`src/rtl/core/accel_offset_calibrate_defines.svh`:
```
// Assertion macros shared by the offset calibration RTL.
`ifndef ACCEL_OFFSET_CALIBRATE_DEFINES_SVH
`define ACCEL_OFFSET_CALIBRATE_DEFINES_SVH

// Same-cycle implication, sampled on clk_i, idle in reset.
`define AOC_ASSERT_NOW(lbl, ante, cons, msg) \
  lbl: assert property (@(posedge clk_i) disable iff (!rst_ni) (ante) |-> (cons)) \
    else $error(msg);

// Next-cycle implication, sampled on clk_i, idle in reset.
`define AOC_ASSERT_NEXT(lbl, ante, cons, msg) \
  lbl: assert property (@(posedge clk_i) disable iff (!rst_ni) (ante) |=> (cons)) \
    else $error(msg);

`endif

```
`src/rtl/core/aoc_pkg.sv`:
```
// Types and constants of the accelerometer offset calibration block.
`default_nettype none

package aoc_pkg;

  // Field widths
  localparam int unsigned DataW   = 16;
  localparam int unsigned OneGW   = 15;
  localparam int unsigned TiltW   = 2;
  localparam int unsigned CfgIdxW = 1;
  localparam int unsigned NumAxes = 3;

  // Axis slots
  localparam int unsigned AxRoll  = 0;
  localparam int unsigned AxPitch = 1;
  localparam int unsigned AxVert  = 2;

  // Register indexes
  localparam logic [CfgIdxW-1:0] REG_ONE_G = 1'b0;
  localparam logic [CfgIdxW-1:0] REG_TILT  = 1'b1;

  // Mounting rotation codes
  localparam logic [TiltW-1:0] TILT_NONE  = 2'd0;
  localparam logic [TiltW-1:0] TILT_LEFT  = 2'd1;
  localparam logic [TiltW-1:0] TILT_RIGHT = 2'd2;

  // Reset value of one_g
  localparam logic [OneGW-1:0] ONE_G_RST = 15'd265;

  // Rotation datapath: sum of two axes, its magnitude times 7, then / 10
  localparam int unsigned RotW   = DataW + 1;
  localparam int unsigned MagW   = 19;
  localparam int unsigned RecipW = 20;
  localparam int unsigned ProdW  = MagW + RecipW;
  localparam int unsigned RecipShift = 23;
  // ceil(2^23 / 10); exact for magnitudes below 2^22
  localparam logic [RecipW-1:0] RECIP_TEN = 20'd838861;

endpackage

`default_nettype wire

```
`src/rtl/core/aoc_intf.sv`:
```
// Stream and configuration channel interfaces of the offset calibration block.
`default_nettype none

interface aoc_sample_if;
  import aoc_pkg::*;
  logic                     valid;
  logic                     ready;
  logic signed [DataW-1:0]  sample_roll;
  logic signed [DataW-1:0]  sample_pitch;
  logic signed [DataW-1:0]  sample_vert;

  modport source (output valid, output sample_roll, output sample_pitch,
                  output sample_vert, input ready);
  modport sink   (input valid, input sample_roll, input sample_pitch,
                  input sample_vert, output ready);
endinterface

interface aoc_result_if;
  import aoc_pkg::*;
  logic                     valid;
  logic                     ready;
  logic signed [DataW-1:0]  out_roll;
  logic signed [DataW-1:0]  out_pitch;
  logic signed [DataW-1:0]  out_vert;
  logic                     calibrating;

  modport source (output valid, output out_roll, output out_pitch,
                  output out_vert, output calibrating, input ready);
  modport sink   (input valid, input out_roll, input out_pitch,
                  input out_vert, input calibrating, output ready);
endinterface

interface aoc_cfg_if;
  import aoc_pkg::*;
  logic                valid;
  logic                ready;
  logic [CfgIdxW-1:0]  index;
  logic [OneGW-1:0]    data;

  modport source (output valid, output index, output data, input ready);
  modport sink   (input valid, input index, input data, output ready);
endinterface

`default_nettype wire

```
`src/rtl/core/accel_offset_calibrate.sv`:
```
// Top level: accelerometer offset calibration with optional 45-degree rotation.
`default_nettype none

// Six-register pipeline that takes one three-axis beat per clock and returns
// one result beat per input beat, in order. Each result is registered through
// the stages below and then held on result_o until result_o.ready takes it.
// Stages: input register; running-sum and offset update; offset subtract;
// roll/pitch sum for rotation; magnitude times 7; multiply by the reciprocal
// of 10 into the output register. A stall on the result side propagates back
// through the stage valids, so sample_i.ready drops only once every stage is
// full and result_o.ready is low. The first 2^CAL_SHIFT samples after reset
// (512 by default) are calibration samples: they update the per-axis offsets,
// the last one also removes one_g from the vertical offset, and their results
// carry calibrating = 1. Offsets then stay fixed until reset. Write one_g and
// tilt_mode only while no beat is in flight.
module accel_offset_calibrate #(
  parameter int unsigned CAL_SHIFT = 9
) (
  input  wire logic     clk_i,
  input  wire logic     rst_ni,
  aoc_cfg_if.sink       cfg_i,
  aoc_sample_if.sink    sample_i,
  aoc_result_if.source  result_o
);
  import aoc_pkg::*;
  `include "accel_offset_calibrate_defines.svh"

  localparam int unsigned SumW = DataW + CAL_SHIFT;
  localparam int unsigned CntW = CAL_SHIFT + 1;
  localparam logic [CntW-1:0] CAL_INIT = CntW'(1) << CAL_SHIFT;
  localparam logic [CntW-1:0] CAL_LAST = CntW'(1);

  // Configuration registers
  logic [OneGW-1:0] one_g_q;
  logic [TiltW-1:0] tilt_q;

  // Calibration state
  logic [CntW-1:0]         cnt_q, cnt_d;
  logic signed [SumW-1:0]  sum_q [NumAxes];
  logic signed [DataW-1:0] off_q [NumAxes];
  logic signed [SumW-1:0]  sum_d [NumAxes];
  logic signed [DataW-1:0] off_d [NumAxes];
  logic signed [SumW-1:0]  sum_new [NumAxes];
  logic signed [DataW-1:0] off_new [NumAxes];

  // Stage registers
  logic                    s1_v_q, s2_v_q, s3_v_q, s4_v_q, s5_v_q, out_v_q;
  logic signed [DataW-1:0] s1_smp_q [NumAxes];
  logic                    s1_cal_q, s1_first_q, s1_last_q;
  logic signed [DataW-1:0] s2_smp_q [NumAxes];
  logic signed [DataW-1:0] s2_off_q [NumAxes];
  logic                    s2_cal_q;
  logic signed [DataW-1:0] s3_c_q [NumAxes];
  logic                    s3_cal_q, s3_rot_q, s3_left_q;
  logic signed [RotW-1:0]  s4_sr_q, s4_sp_q;
  logic signed [DataW-1:0] s4_c_q [NumAxes];
  logic                    s4_cal_q, s4_rot_q;
  logic [MagW-1:0]         s5_mr_q, s5_mp_q;
  logic                    s5_nr_q, s5_np_q;
  logic signed [DataW-1:0] s5_c_q [NumAxes];
  logic                    s5_cal_q, s5_rot_q;
  logic signed [DataW-1:0] out_q [NumAxes];
  logic                    out_cal_q;

  // Stage load enables
  logic go1, go2, go3, go4, go5, go6;
  logic in_acc;
  logic upd;

  // Combinational stage results
  logic signed [DataW-1:0] c_d [NumAxes];
  logic signed [RotW-1:0]  r_ext, p_ext, sr_d, sp_d;
  logic [RotW-1:0]         ar_d, ap_d;
  logic [RotW+2:0]         mr7_d, mp7_d;
  logic [ProdW-1:0]        pr_d, pp_d;
  logic [DataW-1:0]        qr_d, qp_d;
  logic [DataW-1:0]        one_g_ext;

  // Advance a stage when it is empty or the next one advances
  assign go6 = !out_v_q || result_o.ready;
  assign go5 = !s5_v_q || go6;
  assign go4 = !s4_v_q || go5;
  assign go3 = !s3_v_q || go4;
  assign go2 = !s2_v_q || go3;
  assign go1 = !s1_v_q || go2;

  assign sample_i.ready = go1;
  assign in_acc = sample_i.valid && go1;
  assign upd    = s1_v_q && go2 && s1_cal_q;

  // Configuration writes
  assign cfg_i.ready = 1'b1;

  always_ff @(posedge clk_i or negedge rst_ni) begin
    if (!rst_ni) begin
      one_g_q <= ONE_G_RST;
      tilt_q  <= TILT_NONE;
    end else if (cfg_i.valid) begin
      case (cfg_i.index)
        REG_ONE_G: one_g_q <= cfg_i.data;
        REG_TILT:  tilt_q  <= cfg_i.data[TiltW-1:0];
        default: ;
      endcase
    end
  end

  // Count down the calibration samples at acceptance
  always_comb begin
    cnt_d = cnt_q;
    if (in_acc && (cnt_q != '0)) begin
      cnt_d = cnt_q - CAL_LAST;
    end
  end

  // Running sums and offsets for the beat leaving the input register
  assign one_g_ext = {1'b0, one_g_q};

  always_comb begin
    for (int a = 0; a < NumAxes; a++) begin
      sum_new[a] = (s1_first_q ? '0 : sum_q[a]) + SumW'(s1_smp_q[a]);
      off_new[a] = DataW'(sum_new[a] >>> CAL_SHIFT);
    end
    if (s1_last_q) begin
      off_new[AxVert] = DataW'(sum_new[AxVert] >>> CAL_SHIFT) - one_g_ext;
    end
    for (int a = 0; a < NumAxes; a++) begin
      sum_d[a] = s1_cal_q ? sum_new[a] : sum_q[a];
      off_d[a] = s1_cal_q ? off_new[a] : off_q[a];
    end
  end

  always_ff @(posedge clk_i or negedge rst_ni) begin
    if (!rst_ni) begin
      cnt_q <= CAL_INIT;
      for (int a = 0; a < NumAxes; a++) begin
        sum_q[a] <= '0;
        off_q[a] <= '0;
      end
    end else begin
      cnt_q <= cnt_d;
      if (upd) begin
        for (int a = 0; a < NumAxes; a++) begin
          sum_q[a] <= sum_d[a];
          off_q[a] <= off_d[a];
        end
      end
    end
  end

  // Subtract offsets, wrapping to 16 bits
  always_comb begin
    for (int a = 0; a < NumAxes; a++) begin
      c_d[a] = s2_smp_q[a] - s2_off_q[a];
    end
  end

  // Roll/pitch sums for the selected rotation
  always_comb begin
    r_ext = RotW'(s3_c_q[AxRoll]);
    p_ext = RotW'(s3_c_q[AxPitch]);
    sr_d  = s3_left_q ? (r_ext + p_ext) : (r_ext - p_ext);
    sp_d  = s3_left_q ? (p_ext - r_ext) : (p_ext + r_ext);
  end

  // Magnitude times 7
  always_comb begin
    ar_d  = s4_sr_q[RotW-1] ? RotW'(-s4_sr_q) : RotW'(s4_sr_q);
    ap_d  = s4_sp_q[RotW-1] ? RotW'(-s4_sp_q) : RotW'(s4_sp_q);
    mr7_d = {ar_d, 3'b000} - {3'b000, ar_d};
    mp7_d = {ap_d, 3'b000} - {3'b000, ap_d};
  end

  // Divide by 10 through the reciprocal; the sign is restored at the output register
  always_comb begin
    pr_d = ProdW'(s5_mr_q) * ProdW'(RECIP_TEN);
    pp_d = ProdW'(s5_mp_q) * ProdW'(RECIP_TEN);
    qr_d = pr_d[RecipShift +: DataW];
    qp_d = pp_d[RecipShift +: DataW];
  end

  // Stage valids
  always_ff @(posedge clk_i or negedge rst_ni) begin
    if (!rst_ni) begin
      s1_v_q  <= 1'b0;
      s2_v_q  <= 1'b0;
      s3_v_q  <= 1'b0;
      s4_v_q  <= 1'b0;
      s5_v_q  <= 1'b0;
      out_v_q <= 1'b0;
    end else begin
      if (go1) s1_v_q  <= sample_i.valid;
      if (go2) s2_v_q  <= s1_v_q;
      if (go3) s3_v_q  <= s2_v_q;
      if (go4) s4_v_q  <= s3_v_q;
      if (go5) s5_v_q  <= s4_v_q;
      if (go6) out_v_q <= s5_v_q;
    end
  end

  // Stage payloads
  always_ff @(posedge clk_i) begin
    if (in_acc) begin
      s1_smp_q[AxRoll]  <= sample_i.sample_roll;
      s1_smp_q[AxPitch] <= sample_i.sample_pitch;
      s1_smp_q[AxVert]  <= sample_i.sample_vert;
      s1_cal_q          <= (cnt_q != '0);
      s1_first_q        <= (cnt_q == CAL_INIT);
      s1_last_q         <= (cnt_q == CAL_LAST);
    end
    if (go2 && s1_v_q) begin
      s2_smp_q <= s1_smp_q;
      s2_off_q <= off_d;
      s2_cal_q <= s1_cal_q;
    end
    if (go3 && s2_v_q) begin
      s3_c_q    <= c_d;
      s3_cal_q  <= s2_cal_q;
      s3_rot_q  <= (tilt_q == TILT_LEFT) || (tilt_q == TILT_RIGHT);
      s3_left_q <= (tilt_q == TILT_LEFT);
    end
    if (go4 && s3_v_q) begin
      s4_sr_q  <= sr_d;
      s4_sp_q  <= sp_d;
      s4_c_q   <= s3_c_q;
      s4_cal_q <= s3_cal_q;
      s4_rot_q <= s3_rot_q;
    end
    if (go5 && s4_v_q) begin
      s5_mr_q  <= mr7_d[MagW-1:0];
      s5_mp_q  <= mp7_d[MagW-1:0];
      s5_nr_q  <= s4_sr_q[RotW-1];
      s5_np_q  <= s4_sp_q[RotW-1];
      s5_c_q   <= s4_c_q;
      s5_cal_q <= s4_cal_q;
      s5_rot_q <= s4_rot_q;
    end
    if (go6 && s5_v_q) begin
      out_q[AxVert] <= s5_c_q[AxVert];
      if (s5_rot_q) begin
        out_q[AxRoll]  <= s5_nr_q ? -qr_d : qr_d;
        out_q[AxPitch] <= s5_np_q ? -qp_d : qp_d;
      end else begin
        out_q[AxRoll]  <= s5_c_q[AxRoll];
        out_q[AxPitch] <= s5_c_q[AxPitch];
      end
      out_cal_q <= s5_cal_q;
    end
  end

  // Drive the result channel
  assign result_o.valid       = out_v_q;
  assign result_o.out_roll    = out_q[AxRoll];
  assign result_o.out_pitch   = out_q[AxPitch];
  assign result_o.out_vert    = out_q[AxVert];
  assign result_o.calibrating = out_cal_q;

  // Checks
  `AOC_ASSERT_NEXT(a_cnt_step, in_acc && (cnt_q != '0),
                   cnt_q == $past(cnt_q) - 1'b1, "calibration count did not step")
  `AOC_ASSERT_NEXT(a_cnt_done, cnt_q == '0, cnt_q == '0, "calibration count left zero")
  `AOC_ASSERT_NEXT(a_off_hold, (cnt_q == '0) && !(s1_v_q && s1_cal_q),
                   $stable(off_q[AxVert]), "offset moved after calibration")
  `AOC_ASSERT_NOW(a_ready_free, !out_v_q, sample_i.ready,
                  "input stalled with empty output stage")

endmodule

`default_nettype wire
```
`src/flat_wrapper.sv`:
```
// flat-port wrapper written by rule: the top's interface ports become plain ports
module accel_offset_calibrate_flat import aoc_pkg::*;
#(
  parameter int unsigned CAL_SHIFT = 9
)
  (clk_i, rst_ni, cfg_i_valid, cfg_i_index, cfg_i_data, cfg_i_ready, sample_i_valid, sample_i_sample_roll, sample_i_sample_pitch, sample_i_sample_vert, sample_i_ready, result_o_valid, result_o_out_roll, result_o_out_pitch, result_o_out_vert, result_o_calibrating, result_o_ready);
  aoc_cfg_if cfg_i_i ();
  aoc_sample_if sample_i_i ();
  aoc_result_if result_o_i ();
  input  wire logic clk_i;
  input  wire logic rst_ni;
  input wire logic [$bits(cfg_i_i.valid)-1:0] cfg_i_valid;
  input wire logic [$bits(cfg_i_i.index)-1:0] cfg_i_index;
  input wire logic [$bits(cfg_i_i.data)-1:0] cfg_i_data;
  output wire logic [$bits(cfg_i_i.ready)-1:0] cfg_i_ready;
  input wire logic [$bits(sample_i_i.valid)-1:0] sample_i_valid;
  input wire logic [$bits(sample_i_i.sample_roll)-1:0] sample_i_sample_roll;
  input wire logic [$bits(sample_i_i.sample_pitch)-1:0] sample_i_sample_pitch;
  input wire logic [$bits(sample_i_i.sample_vert)-1:0] sample_i_sample_vert;
  output wire logic [$bits(sample_i_i.ready)-1:0] sample_i_ready;
  output wire logic [$bits(result_o_i.valid)-1:0] result_o_valid;
  output wire logic [$bits(result_o_i.out_roll)-1:0] result_o_out_roll;
  output wire logic [$bits(result_o_i.out_pitch)-1:0] result_o_out_pitch;
  output wire logic [$bits(result_o_i.out_vert)-1:0] result_o_out_vert;
  output wire logic [$bits(result_o_i.calibrating)-1:0] result_o_calibrating;
  input wire logic [$bits(result_o_i.ready)-1:0] result_o_ready;
  assign cfg_i_i.valid = cfg_i_valid;
  assign cfg_i_i.index = cfg_i_index;
  assign cfg_i_i.data = cfg_i_data;
  assign cfg_i_ready = cfg_i_i.ready;
  assign sample_i_i.valid = sample_i_valid;
  assign sample_i_i.sample_roll = sample_i_sample_roll;
  assign sample_i_i.sample_pitch = sample_i_sample_pitch;
  assign sample_i_i.sample_vert = sample_i_sample_vert;
  assign sample_i_ready = sample_i_i.ready;
  assign result_o_valid = result_o_i.valid;
  assign result_o_out_roll = result_o_i.out_roll;
  assign result_o_out_pitch = result_o_i.out_pitch;
  assign result_o_out_vert = result_o_i.out_vert;
  assign result_o_calibrating = result_o_i.calibrating;
  assign result_o_i.ready = result_o_ready;
  accel_offset_calibrate #(.CAL_SHIFT(CAL_SHIFT)) u_core (.clk_i(clk_i), .rst_ni(rst_ni), .cfg_i(cfg_i_i), .sample_i(sample_i_i), .result_o(result_o_i));
endmodule
```
`config.mk`:
```
export PLATFORM = sky130hd
export DESIGN_NAME = accel_offset_calibrate_flat
export DESIGN_NICKNAME = d
export VERILOG_FILES = /design/src/rtl/core/aoc_pkg.sv /design/src/rtl/core/aoc_intf.sv /design/src/rtl/core/accel_offset_calibrate.sv /design/src/flat_wrapper.sv
export VERILOG_INCLUDE_DIRS = /design/src /design/src/rtl/core
export SDC_FILE = /design/constraint.sdc
export NUM_CORES = 2
export LEC_CHECK = 0
export BUFFER_PORTS_ARGS = -buffer_cell sky130_fd_sc_hd__buf_2
export CAP_MARGIN = 25
export CORE_AREA = 2 2 256 258
export CTS_CLUSTER_SIZE = 16
export DETAILED_ROUTE_END_ITERATION = 12
export DIE_AREA = 0 0 258 260
export GPL_TIMING_DRIVEN = 0
export PLACE_DENSITY_LB_ADDON = 0.3
export RECOVER_POWER = 100
export SYNTH_ARGS = -nofsm -noshare
export SYNTH_HDL_FRONTEND = slang
export SYNTH_SLANG_ARGS = --single-unit
export TNS_END_PERCENT = 20
```
`constraint.sdc`:
```
create_clock -name clk_i -period 22.7 [get_ports clk_i]
set_input_delay 3.405 -clock clk_i [delete_from_list [all_inputs] [get_ports clk_i]]
set_output_delay 3.405 -clock clk_i [all_outputs]
set_load 0.01 [all_outputs]
```
==> results.toml <==
[run_status]
status = "complete, but fails checks"
violations = "capacitance limit, slew limit"

[finish]
area_growth_pct = 8.97
fillers = 4699
antenna_cells = 0
drive_gt1_frac = 0.0488
nNetsFinal = 4912

[grt]
grt_max_degree = 90
antenna_found_initial = 0
grt_pass1_vias = 29050
grt_pass1_wl_um = 149000
track_usage = 0.281
overflow = 0

[setup_path]
critPathBufInv = 2
worstSetupPathType = "in -> async"
cp_common_cell = "clkbuf_1"
cp_cell_sequence = "clkbuf_1 -> clkbuf_1"
cp.depth = 2
setup.worst_path.start = "rst_ni"
reg2reg_depth = 25
crit_path_end_kind = "async pin"
reg2reg_slack_ns = 14.94
critPathMaxStageDelay_ns = 3.57
cp.required_ns = 22.25
reg2reg_to = "u_core.out_q[0][13]$_DFFE_PP_"
critPathTopFamily = "buffers and inverters"
cp.arrival_ns = 9.69
timing.rr.start = "u_core.s5_mr_q[4]$_DFFE_PP_"
cp-start-kind = "input port"
path_max_fanout = 89
crit_slowest_cell = "clkbuf_1"
crit_end = "u_core.result_o.valid$_DFFE_PN0P_"

[floorplanning]
rows = 93
coreArea_um2 = 64100
start_util = 0.646
die_height_um = 260
chipWidth_um = 258
ios = 121
dieArea_um2 = 67100

[yosys]
synthTopCellsByCount = "inv_1 (651), ha_1 (490), edfxtp_1 (420)"
synth_edf_count = 420
syn_inst = 3953
synthFlopType = "edfxtp_1"
synth_area_leaders = "edfxtp_1 (30%), ha_1 (15%), fa_1 (10%), dfrtp_1 (9.2%), inv_1 (5.9%)"
synth.distinct_cells = 88
synth_most_common_cell = "inv_1"
synth.top_cell.area_share = 0.305
syn_nets = 4720
avgSynthCellArea_um2 = 10.5
ys_seq_elements = 576
yosysTopAreaCell = "edfxtp_1"
netlist_area_um2 = 41400
ys.warnings.count = 0
ys_seq_area_frac = 0.399
ys_async_sr_fraction = 0.271

[timing]
setup_violations = 0
fin_crit_sh = 0.447
period_minus_slack_ns = 10.14
maxSlewViolCount = 484
max_slew.worst_pin.slew_ns = 4.88
slew_headroom = -2.25
timing.fmax_mhz = 98.6
finClkSkew_ns = 0.0560
finalHoldViolations = 0
tns_ns = 0
rsz0062_at_grt = "no"

[cts]
cts.sinks = 576
numCtsBuffers = 61
cts_tree = "built"
cts_buffer_depth = 3
worst_setup_hold_path_clk_slew_ns = 0.06
cts_resized = 0
insertion_delay_ns = 0.66
cts_setup_buffers = 0
cts-root-buf = "clkbuf_16"
hold_buffers = 0
htree_levels = 2

[route]
drc = 0
wl_um = 91600
wire_per_inst_um = 18.1
postRouteAntennaNets = 0
drt-initial-drc-count = 2105
drtPass1Iterations = 5
vias = 28647
avgViaCountPerCell = 5.67

[placement]
port_buffers = 119
place.gp.congestion = 0.955
dp_hpwl_um = 72000

[run]
maxCapViolCount = 10

[hold_path]
hold_class = "reg -> reg"
flip-flops by register name (all words and copies together), names as in the netlist, 2 cells and up:
register         count
u_core.tilt_q        2
u_core.s2_smp_q     48
u_core.s4_c_q       48
u_core.r_ext        16
u_core.one_g_q      15
u_core.s4_sp_q      17
u_core.s3_c_q       16
u_core.s1_smp_q     48
u_core.s4_sr_q      16
u_core.p_ext        16
u_core.off_q        48
u_core.s2_off_q     48
u_core.cnt_q        10
u_core.s5_c_q       48
u_core.s5_mr_q      18
u_core.s5_mp_q      19
u_core.sum_q        75
u_core.out_q        48
per-layer routing:
layer  global-route usage  share of wire
met5                    0              0
met1                0.379           0.43
met2                0.475           0.48
met4               0.0983          0.036
met3               0.0301          0.049
metrics by stage:
step	setup WS [ns]	area (um^2)	utilization	hold WS, ns	cells
after CTS	14.43	45400	0.709	0.392	5053
after detailed placement	14.44	43300	0.676	0.405	4937
after floorplan	12.07	41400	-	0.400	3953
after global routing	11.12	45100	0.704	0.394	5053
after global placement	9.53	43100	0.672	0.402	4927
final	12.56	45100	0.704	0.388	5053
cell families after synthesis:
kind of cell    count (synthesis)  synth area share
simple gates                  890             0.101
compound gates                736             0.114
buf+inv                       734            0.0671
fa+ha+maj                     698             0.249
flops                         576             0.399
xor+xnor                      256            0.0543
mux                            62            0.0157
other cells                     1         0.0000906
placed cells by master (no fill, tap or decap), types with 30 or more instances in the layout:
cell and instances:
inv_1 651, ha_1 490, edfxtp_1 420, nand2_1 317
o21ai_0 228, nor2_1 214, fa_1 208, a21oi_1 172
xnor2_1 157, clkbuf_1 156, dfrtp_1 152, nor2b_1 111
xor2_1 98, a21o_1 88, clkbuf_16 61, buf_2 58
nor3_1 57, nand3_1 43, mux2i_1 37, o21bai_1 36
o21a_1 31, nand2b_1 30
cell type report:
cell class,instances,area [um^2],share of cell area
buffer,81,329,0.00729
clock buffer,78,1650,0.0366
clock inverter,38,462,0.0102
inverter,653,2450,0.0543
multi-input combinational,2643,22100,0.489
sequential,576,16500,0.366
tap,855,1070,0.0237
timing repair buffer,129,557,0.0123
worst min-delay path by stage:
| stage | from | end | slack, ns | cells after the start |
|---|---|---|---|---|
| 3_5_place_dp | u_core.s5_c_q[5]$_DFFE_PP_ | u_core.out_q[0][37]$_DFFE_PP_ | 0.40 | 0 |
| 2_1_floorplan | u_core.s5_c_q[0]$_DFFE_PP_ | u_core.out_q[0][32]$_DFFE_PP_ | 0.40 | 0 |
| 3_3_place_gp | u_core.s3_c_q[8]$_DFFE_PP_ | u_core.s4_c_q[8]$_DFFE_PP_ | 0.40 | 0 |
| 4_1_cts | u_core.s3_cal_q$_DFFE_PP_ | u_core.s4_cal_q$_DFFE_PP_ | 0.39 | 0 |
| 6_report | u_core.s3_cal_q$_DFFE_PP_ | u_core.s4_cal_q$_DFFE_PP_ | 0.39 | 0 |
| 5_1_grt | u_core.s4_c_q[31]$_DFFE_PP_ | u_core.s5_c_q[31]$_DFFE_PP_ | 0.39 | 0 |
Power is not shown: default switching activity piles up to over one toggle a cycle in this logic, so the estimate is an artifact.
